==> config.mk <==
export PLATFORM = sky130hd
export DESIGN_NAME = rational_arith_reduce
export DESIGN_NICKNAME = d
export VERILOG_FILES = /design/src/rar_pkg.sv /design/src/rar_reduce.sv /design/src/rational_arith_reduce.sv
export SDC_FILE = /design/constraint.sdc
export NUM_CORES = 2
export LEC_CHECK = 0
export BUFFER_PORTS_ARGS = -buffer_cell sky130_fd_sc_hd__buf_2
export CORE_MARGIN = 3
export CORE_UTILIZATION = 44
export CTS_CLUSTER_DIAMETER = 60
export DETAILED_ROUTE_END_ITERATION = 10
export MAX_ROUTING_LAYER = met4
export SYNTH_ARGS = -nofsm -noshare
export SYNTH_HDL_FRONTEND = slang
export SYNTH_HIERARCHICAL = 1
export SYNTH_SLANG_ARGS = --single-unit
==> constraint.sdc <==
create_clock -name clk -period 20 [get_ports clk]
set_input_delay 3 -clock clk [delete_from_list [all_inputs] [get_ports clk]]
set_output_delay 3 -clock clk [all_outputs]
set_load 0.01 [all_outputs]
==> src/rar_pkg.sv <==
// ----------------------------------------------------------------------------
// rar_pkg
// Shared types, constants and width helpers for the rational arithmetic
// reduction block.
// ----------------------------------------------------------------------------
package rar_pkg;

  localparam int OPERAND_WIDTH_DEF = 16;
  localparam int RES_WIDTH         = 33;
  localparam int RAW_MAX           = 64;

  typedef enum logic [2:0] {
    OP_ADD = 3'd0,
    OP_SUB = 3'd1,
    OP_MUL = 3'd2,
    OP_DIV = 3'd3,
    OP_NEG = 3'd4,
    OP_INC = 3'd5,
    OP_DEC = 3'd6
  } op_t;

  typedef enum logic [2:0] {
    S_IDLE,
    S_MUL,
    S_FORM,
    S_CHECK,
    S_REDUCE,
    S_FINISH
  } top_state_t;

  typedef enum logic [1:0] {
    R_IDLE,
    R_GCD,
    R_DIV
  } red_state_t;

  typedef struct packed {
    logic busy;
    logic done;
  } red_stat_t;

  // Width of the raw numerator/denominator: products plus one carry bit,
  // capped at 64 bits for the widest operands.
  function automatic int raw_width(input int w);
    return (2 * w + 1 > RAW_MAX) ? RAW_MAX : 2 * w + 1;
  endfunction

endpackage

==> src/rar_reduce.sv <==
// ----------------------------------------------------------------------------
// rar_reduce
// Divides a signed numerator/denominator pair by the gcd of their magnitudes.
// Binary gcd, one subtract/shift step per cycle, then a two-lane restoring
// divider sharing the gcd as divisor, one quotient bit per cycle.
// ----------------------------------------------------------------------------
module rar_reduce #(
  parameter int OPERAND_WIDTH = rar_pkg::OPERAND_WIDTH_DEF
) (
  input  logic                                                 clk,
  input  logic                                                 rst_n,
  input  logic                                                 start,
  input  logic signed [rar_pkg::raw_width(OPERAND_WIDTH)-1:0]  raw_num,
  input  logic signed [rar_pkg::raw_width(OPERAND_WIDTH)-1:0]  raw_den,
  output logic signed [rar_pkg::raw_width(OPERAND_WIDTH)-1:0]  q_num,
  output logic signed [rar_pkg::raw_width(OPERAND_WIDTH)-1:0]  q_den,
  output rar_pkg::red_stat_t                                   stat
);
  import rar_pkg::*;

  localparam int RAW_W = raw_width(OPERAND_WIDTH);
  localparam int CW    = $clog2(RAW_W);

  red_state_t        state_r, state_nxt;
  logic [RAW_W-1:0]  x_r, x_nxt, y_r, y_nxt, g_r, g_nxt;
  logic [RAW_W-1:0]  a_r, a_nxt, b_r, b_nxt, ra_r, ra_nxt, rb_r, rb_nxt;
  logic [CW-1:0]     k_r, k_nxt, cnt_r, cnt_nxt;
  logic              neg_n_r, neg_n_nxt, neg_d_r, neg_d_nxt;
  logic              done_r, done_nxt;

  logic [RAW_W-1:0]  mag_n, mag_d;
  logic [RAW_W:0]    ta, tb, sa, sb, gx;
  logic              ga, gb;

  assign mag_n = raw_num[RAW_W-1] ? (~raw_num + 1'b1) : raw_num;
  assign mag_d = raw_den[RAW_W-1] ? (~raw_den + 1'b1) : raw_den;

  // divider lanes: shift in next dividend bit, subtract divisor if it fits
  assign gx = {1'b0, g_r};
  assign ta = {ra_r, a_r[RAW_W-1]};
  assign tb = {rb_r, b_r[RAW_W-1]};
  assign sa = ta - gx;
  assign sb = tb - gx;
  assign ga = (ta >= gx);
  assign gb = (tb >= gx);

  always_comb begin
    state_nxt = state_r;
    x_nxt     = x_r;
    y_nxt     = y_r;
    g_nxt     = g_r;
    a_nxt     = a_r;
    b_nxt     = b_r;
    ra_nxt    = ra_r;
    rb_nxt    = rb_r;
    k_nxt     = k_r;
    cnt_nxt   = cnt_r;
    neg_n_nxt = neg_n_r;
    neg_d_nxt = neg_d_r;
    done_nxt  = 1'b0;
    case (state_r)
      R_IDLE: begin
        if (start) begin
          x_nxt     = mag_n;
          y_nxt     = mag_d;
          a_nxt     = mag_n;
          b_nxt     = mag_d;
          k_nxt     = '0;
          neg_n_nxt = raw_num[RAW_W-1];
          neg_d_nxt = raw_den[RAW_W-1];
          state_nxt = R_GCD;
        end
      end
      R_GCD: begin
        if (x_r == '0 || y_r == '0) begin
          g_nxt     = (x_r | y_r) << k_r;
          ra_nxt    = '0;
          rb_nxt    = '0;
          cnt_nxt   = CW'(RAW_W - 1);
          state_nxt = R_DIV;
        end else begin
          case ({x_r[0], y_r[0]})
            2'b00: begin
              x_nxt = x_r >> 1;
              y_nxt = y_r >> 1;
              k_nxt = k_r + 1'b1;
            end
            2'b01:   x_nxt = x_r >> 1;
            2'b10:   y_nxt = y_r >> 1;
            default: begin
              // both odd: difference is even, halve it right away
              if (x_r >= y_r) begin
                x_nxt = (x_r - y_r) >> 1;
              end else begin
                y_nxt = (y_r - x_r) >> 1;
              end
            end
          endcase
        end
      end
      R_DIV: begin
        ra_nxt = ga ? sa[RAW_W-1:0] : ta[RAW_W-1:0];
        rb_nxt = gb ? sb[RAW_W-1:0] : tb[RAW_W-1:0];
        a_nxt  = {a_r[RAW_W-2:0], ga};
        b_nxt  = {b_r[RAW_W-2:0], gb};
        if (cnt_r == '0) begin
          done_nxt  = 1'b1;
          state_nxt = R_IDLE;
        end else begin
          cnt_nxt = cnt_r - 1'b1;
        end
      end
      default: state_nxt = R_IDLE;
    endcase
  end

  always_ff @(posedge clk) begin
    if (!rst_n) begin
      state_r <= R_IDLE;
      done_r  <= 1'b0;
    end else begin
      state_r <= state_nxt;
      done_r  <= done_nxt;
    end
  end

  always_ff @(posedge clk) begin
    x_r     <= x_nxt;
    y_r     <= y_nxt;
    g_r     <= g_nxt;
    a_r     <= a_nxt;
    b_r     <= b_nxt;
    ra_r    <= ra_nxt;
    rb_r    <= rb_nxt;
    k_r     <= k_nxt;
    cnt_r   <= cnt_nxt;
    neg_n_r <= neg_n_nxt;
    neg_d_r <= neg_d_nxt;
  end

  assign q_num     = neg_n_r ? -$signed(a_r) : $signed(a_r);
  assign q_den     = neg_d_r ? -$signed(b_r) : $signed(b_r);
  assign stat.busy = (state_r != R_IDLE);
  assign stat.done = done_r;

endmodule

==> src/rational_arith_reduce.sv <==
// ----------------------------------------------------------------------------
// rational_arith_reduce
// Signed fraction add/sub/mul/div/negate/increment/decrement with the result
// reduced by the gcd of numerator and denominator magnitudes.
//
//   channel   direction  handshake            payload
//   in_       input      in_valid/in_ready    in_op, in_num_a, in_den_a,
//                                             in_num_b, in_den_b
//   out_      output     out_valid/out_ready  out_res_num, out_res_den,
//                                             out_degenerate
//
// One transaction at a time; in_ready is high only while the sequencer idles.
// Raw forms use one shared multiplier (unary ops form them directly, without it).
// A zero raw part skips the reduction and yields 0/0 with out_degenerate set.
// Otherwise the gcd loop, the divider and a done step follow; RAW = 33 at
// 16-bit operands. Synchronous reset. A finished result waits in the output
// register while the next transaction is accepted.
// ----------------------------------------------------------------------------
module rational_arith_reduce #(
  parameter int OPERAND_WIDTH = rar_pkg::OPERAND_WIDTH_DEF
) (
  input  logic                                  clk,
  input  logic                                  rst_n,
  input  logic                                  in_valid,
  output logic                                  in_ready,
  input  logic [2:0]                            in_op,
  input  logic signed [OPERAND_WIDTH-1:0]       in_num_a,
  input  logic signed [OPERAND_WIDTH-1:0]       in_den_a,
  input  logic signed [OPERAND_WIDTH-1:0]       in_num_b,
  input  logic signed [OPERAND_WIDTH-1:0]       in_den_b,
  output logic                                  out_valid,
  input  logic                                  out_ready,
  output logic signed [rar_pkg::RES_WIDTH-1:0]  out_res_num,
  output logic signed [rar_pkg::RES_WIDTH-1:0]  out_res_den,
  output logic                                  out_degenerate
);
  import rar_pkg::*;

  localparam int W     = OPERAND_WIDTH;
  localparam int RAW_W = raw_width(OPERAND_WIDTH);

  top_state_t               state_r, state_nxt;
  op_t                      op_r;
  logic signed [W-1:0]      na_r, da_r, nb_r, db_r;
  logic [1:0]               mcnt_r, mcnt_nxt;
  logic signed [2*W-1:0]    prod_r, mprod;
  logic signed [W-1:0]      ma, mb;
  logic signed [RAW_W-1:0]  num_r, num_nxt, den_r, den_nxt;
  logic                     deg_r, deg_nxt;
  logic                     out_valid_r, out_valid_nxt, load_out;
  logic signed [RES_WIDTH-1:0] out_num_r, out_den_r;
  logic                     out_deg_r;

  logic                     in_acc;
  logic                     red_start;
  red_stat_t                red_stat;
  logic signed [RAW_W-1:0]  red_q_num, red_q_den;
  logic signed [63:0]       qn_wide, qd_wide;

  assign in_ready = (state_r == S_IDLE);
  assign in_acc   = in_valid && in_ready;

  // shared multiplier, operands picked by step
  always_comb begin
    case (mcnt_r)
      2'd0: begin
        ma = na_r;
        mb = (op_r == OP_MUL) ? nb_r : db_r;
      end
      2'd1: begin
        ma = nb_r;
        mb = da_r;
      end
      default: begin
        ma = da_r;
        mb = (op_r == OP_DIV) ? nb_r : db_r;
      end
    endcase
  end

  assign mprod = ma * mb;

  rar_reduce #(
    .OPERAND_WIDTH(OPERAND_WIDTH)
  ) u_reduce (
    .clk     (clk),
    .rst_n   (rst_n),
    .start   (red_start),
    .raw_num (num_r),
    .raw_den (den_r),
    .q_num   (red_q_num),
    .q_den   (red_q_den),
    .stat    (red_stat)
  );

  assign qn_wide = 64'(red_q_num);
  assign qd_wide = 64'(red_q_den);

  always_comb begin
    state_nxt     = state_r;
    mcnt_nxt      = mcnt_r;
    num_nxt       = num_r;
    den_nxt       = den_r;
    deg_nxt       = deg_r;
    red_start     = 1'b0;
    load_out      = 1'b0;
    out_valid_nxt = out_valid_r && !out_ready;
    case (state_r)
      S_IDLE: begin
        mcnt_nxt = '0;
        if (in_acc) begin
          if (op_t'(in_op) inside {OP_ADD, OP_SUB, OP_MUL, OP_DIV}) begin
            state_nxt = S_MUL;
          end else begin
            state_nxt = S_FORM;
          end
        end
      end
      S_MUL: begin
        mcnt_nxt = mcnt_r + 1'b1;
        case (mcnt_r)
          2'd0: ;
          2'd1: num_nxt = RAW_W'(prod_r);
          2'd2: begin
            if (op_r == OP_ADD) begin
              num_nxt = num_r + RAW_W'(prod_r);
            end else if (op_r == OP_SUB) begin
              num_nxt = num_r - RAW_W'(prod_r);
            end
          end
          default: begin
            den_nxt   = RAW_W'(prod_r);
            state_nxt = S_CHECK;
          end
        endcase
      end
      S_FORM: begin
        den_nxt = RAW_W'(da_r);
        case (op_r)
          OP_NEG:  num_nxt = -RAW_W'(na_r);
          OP_INC:  num_nxt = RAW_W'(na_r) + RAW_W'(da_r);
          OP_DEC:  num_nxt = RAW_W'(na_r) - RAW_W'(da_r);
          default: begin
            // unused code: 0/0
            num_nxt = '0;
            den_nxt = '0;
          end
        endcase
        state_nxt = S_CHECK;
      end
      S_CHECK: begin
        if (num_r == '0 || den_r == '0) begin
          deg_nxt   = 1'b1;
          state_nxt = S_FINISH;
        end else begin
          deg_nxt   = 1'b0;
          red_start = 1'b1;
          state_nxt = S_REDUCE;
        end
      end
      S_REDUCE: begin
        if (red_stat.done) begin
          state_nxt = S_FINISH;
        end
      end
      S_FINISH: begin
        if (!out_valid_r || out_ready) begin
          load_out      = 1'b1;
          out_valid_nxt = 1'b1;
          state_nxt     = S_IDLE;
        end
      end
      default: state_nxt = S_IDLE;
    endcase
  end

  always_ff @(posedge clk) begin
    if (!rst_n) begin
      state_r     <= S_IDLE;
      mcnt_r      <= '0;
      out_valid_r <= 1'b0;
    end else begin
      state_r     <= state_nxt;
      mcnt_r      <= mcnt_nxt;
      out_valid_r <= out_valid_nxt;
    end
  end

  always_ff @(posedge clk) begin
    if (in_acc) begin
      op_r <= op_t'(in_op);
      na_r <= in_num_a;
      da_r <= in_den_a;
      nb_r <= in_num_b;
      db_r <= in_den_b;
    end
    if (state_r == S_MUL) begin
      prod_r <= mprod;
    end
    num_r <= num_nxt;
    den_r <= den_nxt;
    deg_r <= deg_nxt;
    if (load_out) begin
      out_num_r <= deg_r ? '0 : qn_wide[RES_WIDTH-1:0];
      out_den_r <= deg_r ? '0 : qd_wide[RES_WIDTH-1:0];
      out_deg_r <= deg_r;
    end
  end

  assign out_valid      = out_valid_r;
  assign out_res_num    = out_num_r;
  assign out_res_den    = out_den_r;
  assign out_degenerate = out_deg_r;

  a_ready_idle_unit: assert property (@(posedge clk) disable iff (!rst_n)
    in_ready |-> !red_stat.busy)
    else $error("input ready while reduction unit busy");

  a_start_idle: assert property (@(posedge clk) disable iff (!rst_n)
    red_start |-> !red_stat.busy)
    else $error("reduction started while busy");

  a_done_in_reduce: assert property (@(posedge clk) disable iff (!rst_n)
    red_stat.done |-> state_r == S_REDUCE)
    else $error("reduction done outside wait state");

  a_degenerate_zero: assert property (@(posedge clk) disable iff (!rst_n)
    (out_valid && out_degenerate) |-> (out_res_num == '0 && out_res_den == '0))
    else $error("degenerate result is not 0/0");

endmodule
---- Word-level counts from Yosys, hierarchy flattened ----
Index checks and enable logic that the tools add are counted.
cells by class
  reduce and logical (&&, ||, !) cells .... 41
  bitwise logic cells ..................... 3
  equality and inequality tests ........... 36
  $lt $le $gt $ge ......................... 3
  add/sub/neg operators ................... 16
  $mul .................................... 1
  shift-type cells ........................ 1
  multiplexer cells ....................... 60
operator list
  kind                                           number
  case mux 33 bit (2 select lines)               11
  two-way mux 33 bit                             17
  logical NOT 33 bit                             4
  subtractor 33 bit                              4
  case mux 33 bit (3 select lines)               1
  greater-or-equal comparator 34 x 33 -> 1 bit   2
  adder 33 x 1 -> 33 bit, second input constant  2
  negator 33 bit                                 2
  inverter 33 bit                                2
  case mux 16 bit (2 select lines)               2
  adder 33 x 32 -> 33 bit                        1
  greater-or-equal comparator 33 bit             1
  negator 16 -> 33 bit                           1
  OR 33 bit                                      1
  << shifter 33 x 6 -> 33 bit                    1
  subtractor 33 x 32 -> 33 bit                   1
  multiplier 16 x 16 -> 32 bit                   1
  two-way mux 16 bit                             2
  two-way mux 6 bit                              5
  case mux 6 bit (2 select lines)                2
  == test 3 x 2 -> 1 bit, second input constant  6
  case mux 3 bit (6 select lines)                1
  adder 16 x 16 -> 17 bit                        1
  subtractor 16 x 16 -> 17 bit                   1
  32 further kinds                               89
word-level totals
  output and inout port bits .............. 69
  flip-flop bits (word level) ............. 487
  word-level logic and storage cells ...... 189

---- Logic depth before layout (Yosys ltp) ----
  depth in word-level cells ............... 6
  depth in mapped cells ................... 31

---- Cells and area by module ----
The synthesis kept the hierarchy.
by module, submodules not included
  module                 cells an instance  area an instance (um2)  times used
  rational_arith_reduce  2391               23789.1                 1
  rar_reduce             2592               22509.1                 1

---- Worst setup path after synthesis ----
Ideal clock, no wire load.
  path kind ............................... register -> register
  from .................................... reg op_r[1]
  to ...................................... reg prod_r[30] (data pin)
  required time ........................... 19.736 ns
  cell stages (with the launch flop) ...... 27
  buffers on the path ..................... 2
  arrival time ............................ 7.084 ns
  library setup time ...................... 0.264 ns
  slack ................................... 12.652 ns
  cells stage by stage .................... edfxtp_1 > nand2_1 > or2_2 > clkbuf_1 > buf_2 > mux2i_1 > nor2_1 > a211oi_1 > nor2_1 > fa_1 > fa_1 > fa_1 > fa_1 > fa_1 > inv_1 > fa_1 > inv_1 > ha_1 > and3_1 > a22o_1 > o21ai_0 > nand2b_1 > a21o_1 > a31o_1 > nand4_1 > a31oi_1 > xor2_1
on the way
  longest elaborated chain between the ends .. 4
  elaborated cells on any way between the ends .. 6
  those cells by class .................... mul (1); eq/ne (2); mux (3)
RTL lines
  what                                              line                                                      RTL
  start, declared                                   rational_arith_reduce.sv:43                               op_t op_r;
  start signal, assigned                            rational_arith_reduce.sv:191                              op_r <= op_t'(in_op);
  == test 3 x 2 -> 1 bit, on equally long branches  rational_arith_reduce.sv:76, rational_arith_reduce.sv:68
  two-way mux 16 bit, on equally long branches      rational_arith_reduce.sv:76, rational_arith_reduce.sv:68
  case mux 16 bit (2 select lines) *                rational_arith_reduce.sv:65                               case (mcnt_r)
  multiplier 16 x 16 -> 32 bit *                    rational_arith_reduce.sv:81                               assign mprod = ma * mb;
  net mprod[30]                                     rational_arith_reduce.sv:46                               logic signed [2*W-1:0] prod_r, mprod;
  end signal, assigned                              rational_arith_reduce.sv:198                              prod_r <= mprod;
  end, declared                                     rational_arith_reduce.sv:46
Mark *: on every way through the listed nets, which the timed path passes. The rest lies on a longest branch.
A chain may end at the register's enable or synchronous reset.

---- Worst setup path after layout ----
  from .................................... reg mcnt_r[0]
  to ...................................... reg prod_r[31] (data pin)
on the way
  longest elaborated chain between the ends .. 3
  elaborated cells on any way between the ends .. 5
  those cells by class .................... mul (1); eq/ne (1); mux (2); reduce/logical (1)
RTL lines
  what                                                         line                          RTL
  start, declared                                              rational_arith_reduce.sv:45   logic [1:0] mcnt_r, mcnt_nxt;
  start signal, assigned                                       rational_arith_reduce.sv:184  mcnt_r <= mcnt_nxt;
  == test 2 x 1 -> 1 bit or logical NOT 2 bit (tied branches)  rational_arith_reduce.sv:65
  case mux 16 bit (2 select lines)                             rational_arith_reduce.sv:65
  multiplier 16 x 16 -> 32 bit *                               rational_arith_reduce.sv:81
  net mprod[31]                                                rational_arith_reduce.sv:46
Marks and branches as above.

==> impl_metrics.yaml <==
hold_path:
  hold_start: "mcnt_r[1]"
  holdPathStages: 2
  whs_endpoint: "mcnt_r[1]"
  hp-class: "flip-flop to flip-flop"
global_routing:
  grt_pass1_wl_mm: 220
  grt_pass1_vias: 36700
  antenna_found_initial: 4
  grt_use_total: 0.271
  grt_max_degree: 78
  grt.overflow.total: 0
placed_design:
  place_congestion: 0.997
  hpwlAfterDp_mm: 115
  place_area_mm2: 0.0484
  portBuffers: 139
cts:
  clk_latency_ns: 0.67
  cts_tree: "yes"
  numCtsBuffers: 76
  postCtsSetupBuffers: 0
  cts-htree-levels: 3
  cts.sinks: 486
  cts-resized-gates: 0
  root_buffer: "clkbuf_16"
  cts_buffer_depth: 3
  cts.clk_slew.worst_paths_ns: 0.05
  hold_buffers: 0
sta:
  whs_ns: 0.559
  rsz0062_at_grt: "false"
  min_period_ns: 8.50
  skew_ns: 0.0489
  fin_crit_sh: 0.425
  finalSetupTns_ns: 0
  max_freq_ghz: 0.118
  hold_viol_final: 0
  finalSetupViolCount: 0
  worst_slew_margin_rel: 0.265
  worst_slew_pin_slew_ns: 1.10
  drv_slew: 0
routing:
  wl_per_cell_um: 22.3
  drt_first_iter_violations: 2884
  dr.pass1.iters: 6
  vias_per_cell: 5.77
  drc: 0
  ant_nets: 0
  totalWireLength_mm: 145
  route.vias.total: 37400
worst_setup_path:
  r2r_cells: 23
  crit_fanout: 18
  r2r-end: "prod_r[31]"
  start_kind: "flip-flop"
  reg2reg_from: "mcnt_r[0]"
  r2r_slack_ns: 11.50
  required_ns: 20.37
  path_class: "flip-flop to flip-flop"
  cp-end-kind: "flip-flop"
  worstPathArrival_ns: 8.87
finish:
  final_area_mm2: 0.0509
  drive_gt1_frac: 0.0887
  fillCellCount: 9931
  area_growth_pct: 10.0
  nNetsFinal: 5709
floorplanning:
  die_x_um: 330
  die_h_um: 330
  core-area_mm2: 0.104
  rows: 118
  design.die.area_mm2: 0.109
  num_io_pins: 140
  start_util: 0.445
synth:
  synthCells: 4982
  ys_warn_count: 6
  synth.avg_cell_area_um2: 9.29
  synth_nets: 5647
  netlist_area_mm2: 0.0463
flow_run:
  max-cap-violations: 0
outcome:
  outcome: "finished, final reports clean"
-- sequential cells by signal, indices dropped and copies added, names as in the netlist, 33 cells and up --
| signal | flops |
|---|---|
| u_reduce/a_r | 33 |
| u_reduce/x_r | 33 |
| u_reduce/y_r | 33 |
| u_reduce/ra_r | 33 |
| u_reduce/g_r | 33 |
| out_res_den | 33 |
| num_r | 33 |
| u_reduce/b_r | 33 |
| u_reduce/rb_r | 33 |
| out_res_num | 33 |
-- routing by layer --
metal  track usage  share of wire  vias to the layer above
met3        0.0394          0.061                      274
li1              -              -                    17700
met2         0.435           0.47                     1295
met4         0.107          0.043                        0
met1         0.345           0.43                    18200
met5             -              0                        -
-- layout make-up --
class / instances / area, um^2 / area share
diodes: 5 / 12.5 / 0.000246
multi-input cells: 3762 / 29000 / 0.570
flip-flops and latches: 486 / 14500 / 0.285
clock inverters: 56 / 626 / 0.0123
clock buffers: 83 / 1930 / 0.0379
inverters: 518 / 1940 / 0.0382
well taps: 1380 / 1730 / 0.0339
repair buffers: 200 / 1150 / 0.0227
-- worst max-delay path, stage by stage (launching register included) --
cell       delay, ns
dfxtp_1         0.35
inv_1           0.10
ha_1            0.57
clkinv_1        0.64
o21ai_0         0.64
a21oi_1         0.27
or2_2           0.43
fa_1            0.54
inv_1           0.06
fa_1            0.79
fa_1            0.53
fa_1            0.50
fa_1            0.49
inv_1           0.05
fa_1            0.47
inv_1           0.04
ha_1            0.33
a2111oi_0       0.38
o21ai_0         0.19
nor3_1          0.15
a21oi_1         0.14
a211o_1         0.28
a21oi_1         0.17
xnor2_1         0.08
-- worst max path at each step --
stage,from,end,depth (start not counted)
after CTS,mcnt_r[0],prod_r[31],23
after floorplan,op_r[1],prod_r[30],26
after global placement,mcnt_r[0],prod_r[31],23
final,mcnt_r[0],prod_r[31],23
after detailed placement,mcnt_r[0],prod_r[31],23
after global routing,mcnt_r[0],prod_r[31],23
-- cells in the final DEF (no fill, tap or decap), types with 124 or more instances in the layout --
cell type / instances
inv_1: 512
nor2_1: 472
ha_1: 324
buf_2: 139
nand2_1: 440
a21oi_1: 329
edfxtp_1: 477
xnor2_1: 218
mux2i_1: 152
xor2_1: 124
o21ai_0: 238
fa_1: 269
-- through the flow --
stage                     worst slack, ns  utilization  std cells
after global routing                10.89        0.490       6487
final                               11.50        0.490       6490
after detailed placement            11.52        0.465       6346
after CTS                           11.53        0.490       6485
after floorplan                     12.65            -       4982
after global placement              11.64        0.465       6346
Power is not shown: default switching activity piles up to over one toggle a cycle in this logic, so the estimate is an artifact.
